File: config.mk
export PLATFORM = sky130hd
export DESIGN_NAME = ppmb_cmdq
export DESIGN_NICKNAME = d
export VERILOG_FILES = /design/src/rtl/ppmb_pkg.sv /design/src/rtl/ppmb_cmdq.sv
export SDC_FILE = /design/constraint.sdc
export NUM_CORES = 1
export LEC_CHECK = 0
export ABC_AREA = 1
export BUFFER_PORTS_ARGS = -buffer_cell sky130_fd_sc_hd__buf_4
export CORE_AREA = 2 2 366 368
export DETAILED_ROUTE_END_ITERATION = 8
export DIE_AREA = 0 0 368 370
export PLACE_DENSITY = 0.42
export SLEW_MARGIN = 20
export SYNTH_ARGS = -nofsm -noshare
export SYNTH_HDL_FRONTEND = slang
export SYNTH_SLANG_ARGS = --single-unit
File: constraint.sdc
create_clock -name clk -period 39.4 [get_ports clk]
set_clock_uncertainty 0.05 [all_clocks]
set_input_delay 5.91 -clock clk [delete_from_list [all_inputs] [get_ports clk]]
set_output_delay 5.91 -clock clk [all_outputs]
set_load 0.02 [all_outputs]
File: src/rtl/ppmb_pkg.sv
// Shared constants, types and helpers for the mailbox.
// No dependencies.
package ppmb_pkg;

    localparam int NUM_PROCS     = 16;
    localparam int QUEUE_DEPTH   = 16;
    localparam int PAYLOAD_WORDS = 6;

    localparam int PID_W    = 16;
    localparam int WORD_W   = 64;
    localparam int QIDX_W   = $clog2(NUM_PROCS);
    localparam int SLOT_W   = $clog2(QUEUE_DEPTH);
    localparam int FILL_W   = $clog2(QUEUE_DEPTH + 1);
    localparam int ADDR_W   = QIDX_W + SLOT_W;
    localparam int RAM_DEPTH = 1 << ADDR_W;
    localparam int MSG_W    = WORD_W + PID_W + PAYLOAD_WORDS * WORD_W;

    localparam int CMDQ_DEPTH = 2;
    localparam int CMDQ_IDX_W = $clog2(CMDQ_DEPTH);
    localparam int CMDQ_CNT_W = $clog2(CMDQ_DEPTH + 1);

    // floor(2^32 / NUM_PROCS): quotient estimate is low by at most one
    localparam logic [31:0] PID_RECIP = 32'((64'd1 << 32) / NUM_PROCS);

    localparam logic [1:0] ST_OK      = 2'd0;
    localparam logic [1:0] ST_NO_DEST = 2'd1;
    localparam logic [1:0] ST_FULL    = 2'd2;
    localparam logic [1:0] ST_EMPTY   = 2'd3;

    typedef logic [WORD_W-1:0] word_t;
    typedef word_t [PAYLOAD_WORDS-1:0] words_t;

    typedef struct packed {
        logic              is_recv;
        logic              no_dest;
        logic [QIDX_W-1:0] qidx;
        logic [PID_W-1:0]  sender;
        word_t             msg_type;
        words_t            words;
    } cmd_t;

    function automatic logic [QIDX_W-1:0] pid_to_queue(input logic [PID_W-1:0] pid);
        logic [47:0] prod;
        logic [15:0] quot;
        logic [23:0] qn;
        logic [16:0] rem;
        begin
            prod = 48'(pid) * 48'(PID_RECIP);
            quot = prod[47:32];
            qn   = 24'(quot) * 24'(NUM_PROCS);
            rem  = 17'(pid) - 17'(qn);
            if (rem >= 17'(NUM_PROCS))
            begin
                rem = rem - 17'(NUM_PROCS);
            end
            pid_to_queue = QIDX_W'(rem);
        end
    endfunction

    function automatic logic [SLOT_W-1:0] next_slot(input logic [SLOT_W-1:0] s);
        begin
            if (s == SLOT_W'(QUEUE_DEPTH - 1))
            begin
                next_slot = '0;
            end
            else
            begin
                next_slot = s + SLOT_W'(1);
            end
        end
    endfunction

endpackage

File: src/rtl/ppmb_cmdq.sv
// Short command queue between front end and back end.
// Depends on ppmb_pkg.
module ppmb_cmdq (
    input  logic           clk,
    input  logic           rst_n,
    input  logic           push,
    input  ppmb_pkg::cmd_t push_cmd,
    output logic           full,
    input  logic           pop,
    output logic           empty,
    output ppmb_pkg::cmd_t head
);
    import ppmb_pkg::*;

    cmd_t                  entry_reg [CMDQ_DEPTH];
    logic [CMDQ_IDX_W-1:0] wr_ptr_reg, wr_ptr_next;
    logic [CMDQ_IDX_W-1:0] rd_ptr_reg, rd_ptr_next;
    logic [CMDQ_CNT_W-1:0] count_reg, count_next;

    function automatic logic [CMDQ_IDX_W-1:0] bump(input logic [CMDQ_IDX_W-1:0] p);
        begin
            if (p == CMDQ_IDX_W'(CMDQ_DEPTH - 1))
            begin
                bump = '0;
            end
            else
            begin
                bump = p + CMDQ_IDX_W'(1);
            end
        end
    endfunction

    assign full  = (count_reg == CMDQ_CNT_W'(CMDQ_DEPTH));
    assign empty = (count_reg == '0);
    assign head  = entry_reg[rd_ptr_reg];

    always_comb
    begin
        wr_ptr_next = push ? bump(wr_ptr_reg) : wr_ptr_reg;
        rd_ptr_next = pop ? bump(rd_ptr_reg) : rd_ptr_reg;
        count_next  = count_reg;
        if (push && !pop)
        begin
            count_next = count_reg + CMDQ_CNT_W'(1);
        end
        else if (pop && !push)
        begin
            count_next = count_reg - CMDQ_CNT_W'(1);
        end
    end

    always_ff @(posedge clk or negedge rst_n)
    begin
        if (!rst_n)
        begin
            wr_ptr_reg <= '0;
            rd_ptr_reg <= '0;
            count_reg  <= '0;
        end
        else
        begin
            wr_ptr_reg <= wr_ptr_next;
            rd_ptr_reg <= rd_ptr_next;
            count_reg  <= count_next;
        end
    end

    always_ff @(posedge clk)
    begin
        if (push)
        begin
            entry_reg[wr_ptr_reg] <= push_cmd;
        end
    end

endmodule

# ---- Word level (Yosys, flattened, before mapping)
# Memories as Yosys holds them, arrays and structs flattened.
# Index checks and enable logic that the tools add are counted.
dict set report op_classes {
  n_lt_le_gt_ge 0
  n_mux 6
  n_mul 0
  bitwise 0
  reduce_logical 6
  div_mod_pow 0
  n_eq_ne 1
  add_sub_neg 4
  n_shift 0
}
# op n
set op_table {}
lappend op_table {{1-bit two-way mux} 4}
lappend op_table {{2-bit two-way mux} 2}
lappend op_table {{1-bit adder (second input constant)} 2}
lappend op_table {{2-bit by 1-bit adder with 2-bit output (second input constant)} 1}
lappend op_table {{2-bit equality test (second input constant)} 1}
lappend op_table {{1-bit logical AND} 2}
lappend op_table {{1-bit logical NOT} 2}
lappend op_table {{2-bit logical NOT} 1}
lappend op_table {{2-bit nonzero test} 1}
lappend op_table {{2-bit by 1-bit subtractor with 2-bit output (second input constant)} 1}
dict set report totals {
  out_inout_bits 472
  memories 1
  mem_bits_ro 0
  elab_cells 21
  ramBits 940
  register_bits 4
  latchBits 0
  input_bits 474
}
# memory words word_bits rd rd_ports_with_merged_regs write_ports line_no
set mem_list {}
lappend mem_list {entry_reg 2 470 1 0 1 ppmb_cmdq.sv:15} ;# cmd_t entry_reg [CMDQ_DEPTH];

# ---- Logic depth before layout (Yosys ltp)
dict set report depth {
  word_depth 4
  depth_mapped 7
  depth_no_buf 7
}

# ---- Worst setup path before layout
# OpenSTA, ideal clock, no wires.
dict set report synth_timing {
  path_type {input port to flip-flop}
  start {input port push}
  end {memory entry_reg[0][0] (netlist bit), enable pin}
  arrival_ps 25571
  path_buffers 0
  cell_stages 2
  required_time_ps 38023
  setup_time_ps 1327
  slack_ps 12452
  cell_sequence {inv_1 > nor2_1}
}
dict set report synth_between {
  elab_chain_len 2
}
# element line_no
set synth_lines {}
lappend synth_lines {{start: declaration} ppmb_cmdq.sv:6} ;# input logic push,
lappend synth_lines {{1-bit two-way mux} ppmb_cmdq.sv:70} ;# if (push)
lappend synth_lines {{1-bit two-way mux (not written as such)} ppmb_cmdq.sv:72} ;# entry_reg[wr_ptr_reg] <= push_cmd;
lappend synth_lines {{end: declaration} ppmb_cmdq.sv:15}
# No other way between the ends.

==> run_results.csv <==
group,metric,value,unit
status,status,"finished clean",
setup_path,critical_path_class,"flip-flop to output pin",
sta,tns,0,ns
clock_tree,clockBufferDepth,3,
synthesis,yosysWarnings,0,
die,start_util,0.2576,
clock_tree,holdBufCountCts,0,
setup_path,worstPathRequired,33.44,ns
place,dp_hpwl,69.81,mm
sta,setup_viol,0,
clock_tree,htree_levels,3,
finish,areaGrowthSynthToFinish,37.00,%
sta,slew_headroom,0.2803,
grt,grt_max_degree,148,
finish,largest_reg_flops,940,
power,powerDensity,76.57,nW/um^2
die,row_count,134,
run,max_cap_viol_count,0,
power,power,0.003579,W
grt,antenna_found_initial,19,
setup_path,slowest_stage,"dfrtp_4",
synthesis,async_reset_ff_frac,0.004237,
route,dr_total_vias,17860,
synthesis,synth.ff_latch_count,944,
synthesis,syn-num-nets,1962,
synthesis,synth.most_common_cell,"edfxtp_1",
sta,worst_slew_pin_slew,1.080,ns
synthesis,yosysUniqueCellTypes,14,
route,viasPerCell,4.089,
grt,grt_pass1_wl,134.5,mm
die,dieArea,136200,sq um
die,die_width,368,um
synthesis,syn_inst,1487,
setup_path,crit_path_max_incr_delay,1.04,ns
grt,grt_pass1_vias,19180,
synthesis,synth_area_leaders,"edfxtp_1 83%, mux2_2 15%, buf_6 0.69%",
sta,rsz0062_at_grt,"no",
place,detailed_place.area,43200,sq um
die,io_pins,946,
setup_path,crit_buf_inv,4,
finish,fill_cells,12630,
power,peakVddDrop,0.04807,mV
synthesis,synthFlopType,"edfxtp_1",
setup_path,crit_family,"buffers and inverters",
setup_path,crit_chain,"buf_4 -> buf_4 -> buf_4 -> mux2_2 -> buf_4",
place,place_congestion,0.8026,
setup_path,crit_arrival,5.01,ns
clock_tree,post_cts_resized,0,
route,first_iter_violations,878,
setup_path,reg2reg_setup_slack,34.97,ns
clock_tree,postCtsSetupBuffers,0,
sta,period_share,0.2783,
power,p_leak,17.14,nW
finish,nNetsFinal,2979,
route,routed_wl,97.69,mm
die,core,132500,sq um
route,drc,0,
synthesis,ys_top_cells_by_count,"940 x edfxtp_1, 450 x mux2_2, 31 x buf_2, 21 x buf_6, 20 x mux2_1",
setup_path,crit_top_cell,"buf_4",
synthesis,syn_area,34120,sq um
sta,hold_violations,0,
grt,gr-total-overflow,0,
route,drt-pass1-iter-count,6,
route,drtAntennaViolNets,0,
grt,grtUsageTotal,0.1367,
synthesis,synth_top_area_cell,"edfxtp_1",
synthesis,syn_area_per_cell,22.94,sq um
clock_tree,root_buffer,"clkbuf_16",
synthesis,netlist.area_leader.share,0.8273,
sta,drv_slew,0,
worst_hold_path,min_path_type,"flip-flop to flip-flop",
sta,max_freq,0.09120,GHz
setup_path,worstPathMaxFanout,71,
clock_tree,cts.clk_slew.worst_paths,0.06,ns
finish,drive_above_1_share,0.6045,
setup_path,cp-end-kind,"output pin",
route,wl_per_cell,22.36,um
setup_path,startpoint_type,"flip-flop",
place,numPortBuffers,945,
sta,final.min_clock_period,10.97,ns
synthesis,yosysSeqAreaShare,0.8303,
synthesis,synth_edf_count,940,
finish,finalInstanceArea,46740,sq um
clock_tree,cts_made_buffers,107,
clock_tree,cts_tree,"yes",
clock_tree,clock_latency,0.70,ns
clock_tree,cts.sinks,944,
die,chipHeight,370,um
[power breakdown]
group | internal, W | switching [W] | total (W)
Clock | 0.000590 | 0.000400 | 0.000990
Sequential | 0.00133 | 0.0000518 | 0.00139
Combinational | 0.000503 | 0.000700 | 0.00120
Total | 0.00243 | 0.00115 | 0.00358
[cell usage in the layout, fill, tap and decap left out, types with 6 or more instances in the layout]
cell | netlist | layout
inv_1 | 7 | 6
buf_4 | 0 | 956
mux2_2 | 450 | 450
clkbuf_1 | 0 | 22
diode_2 | 0 | 7
bufinv_16 | 0 | 13
edfxtp_1 | 940 | 940
mux2_1 | 20 | 20
clkbuf_16 | 0 | 107
clkinv_1 | 0 | 22
clkinv_2 | 0 | 21
[metal layers]
metal | track usage | wire length [um] | up-vias
li1 | - | - | 8014
met1 | 0.1396 | 34160 | 8996
met2 | 0.2457 | 51090 | 678
met3 | 0.06082 | 9752 | 155
met4 | 0.04890 | 2569 | 20
met5 | 0 | 116 | -
[cell families (layout without fill, tap and decap cells)]
| logic type | after synthesis | count (layout) | synth area share |
|---|---|---|---|
| xor+xnor | 3 | 3 | 0.0007703 |
| simple gates | 10 | 10 | 0.001210 |
| mux | 470 | 470 | 0.1551 |
| flops | 944 | 944 | 0.8303 |
| buf+inv | 59 | 1166 | 0.01225 |
| other cells | 0 | 7 | 0 |
| fa+ha+maj | 1 | 1 | 0.0003667 |
[path summary, 6_finish.rpt]
kind / start / to / cells after the start
worst max-delay path: rd_ptr_reg$_DFFE_PN0P_ / head[367] / 5
worst min-delay path: count_reg[1]$_DFFE_PN0P_ / count_reg[1]$_DFFE_PN0P_ / 2
worst max register to register: wr_ptr_reg$_DFFE_PN0P_ / entry_reg[0][423]$_DFFE_PP_ / 5
worst min register to register: count_reg[1]$_DFFE_PN0P_ / count_reg[1]$_DFFE_PN0P_ / 2
max in group asynchronous: rst_n / rd_ptr_reg$_DFFE_PN0P_ / 1
min in group asynchronous: rst_n / count_reg[1]$_DFFE_PN0P_ / 1
[worst min-delay path, stage by stage, from the launching register on]
cell     delay, ns
dfrtp_1       0.37
nand2_1       0.06
nand2_1       0.05
[metrics by stage]
stage | instances | hold WS, ns | util | setup WS, ns
floorplan | 1487 | 0.4110 | - | 12.45
global placement | 4163 | 0.4310 | 0.3262 | 29.17
detailed placement | 4163 | 0.4490 | 0.3262 | 29.03
CTS | 4362 | 0.4628 | 0.3527 | 28.22
global route | 4369 | 0.5113 | 0.3529 | 28.03
finish | 4369 | 0.4615 | 0.3529 | 28.43
[final cells by class]
cell class / instances / area (sq um) / share of cell area
inverter: 7 / 33.78 / 0.0007228
antenna: 7 / 17.52 / 0.0003748
timing repair buffer: 960 / 7248 / 0.1551
tap: 1768 / 2212 / 0.04733
sequential: 944 / 28330 / 0.6061
clock buffer: 132 / 2801 / 0.05994
multi-input combinational: 484 / 5380 / 0.1151
clock inverter: 67 / 715.7 / 0.01531
No activity file was read; power rests on OpenSTA's default activity.
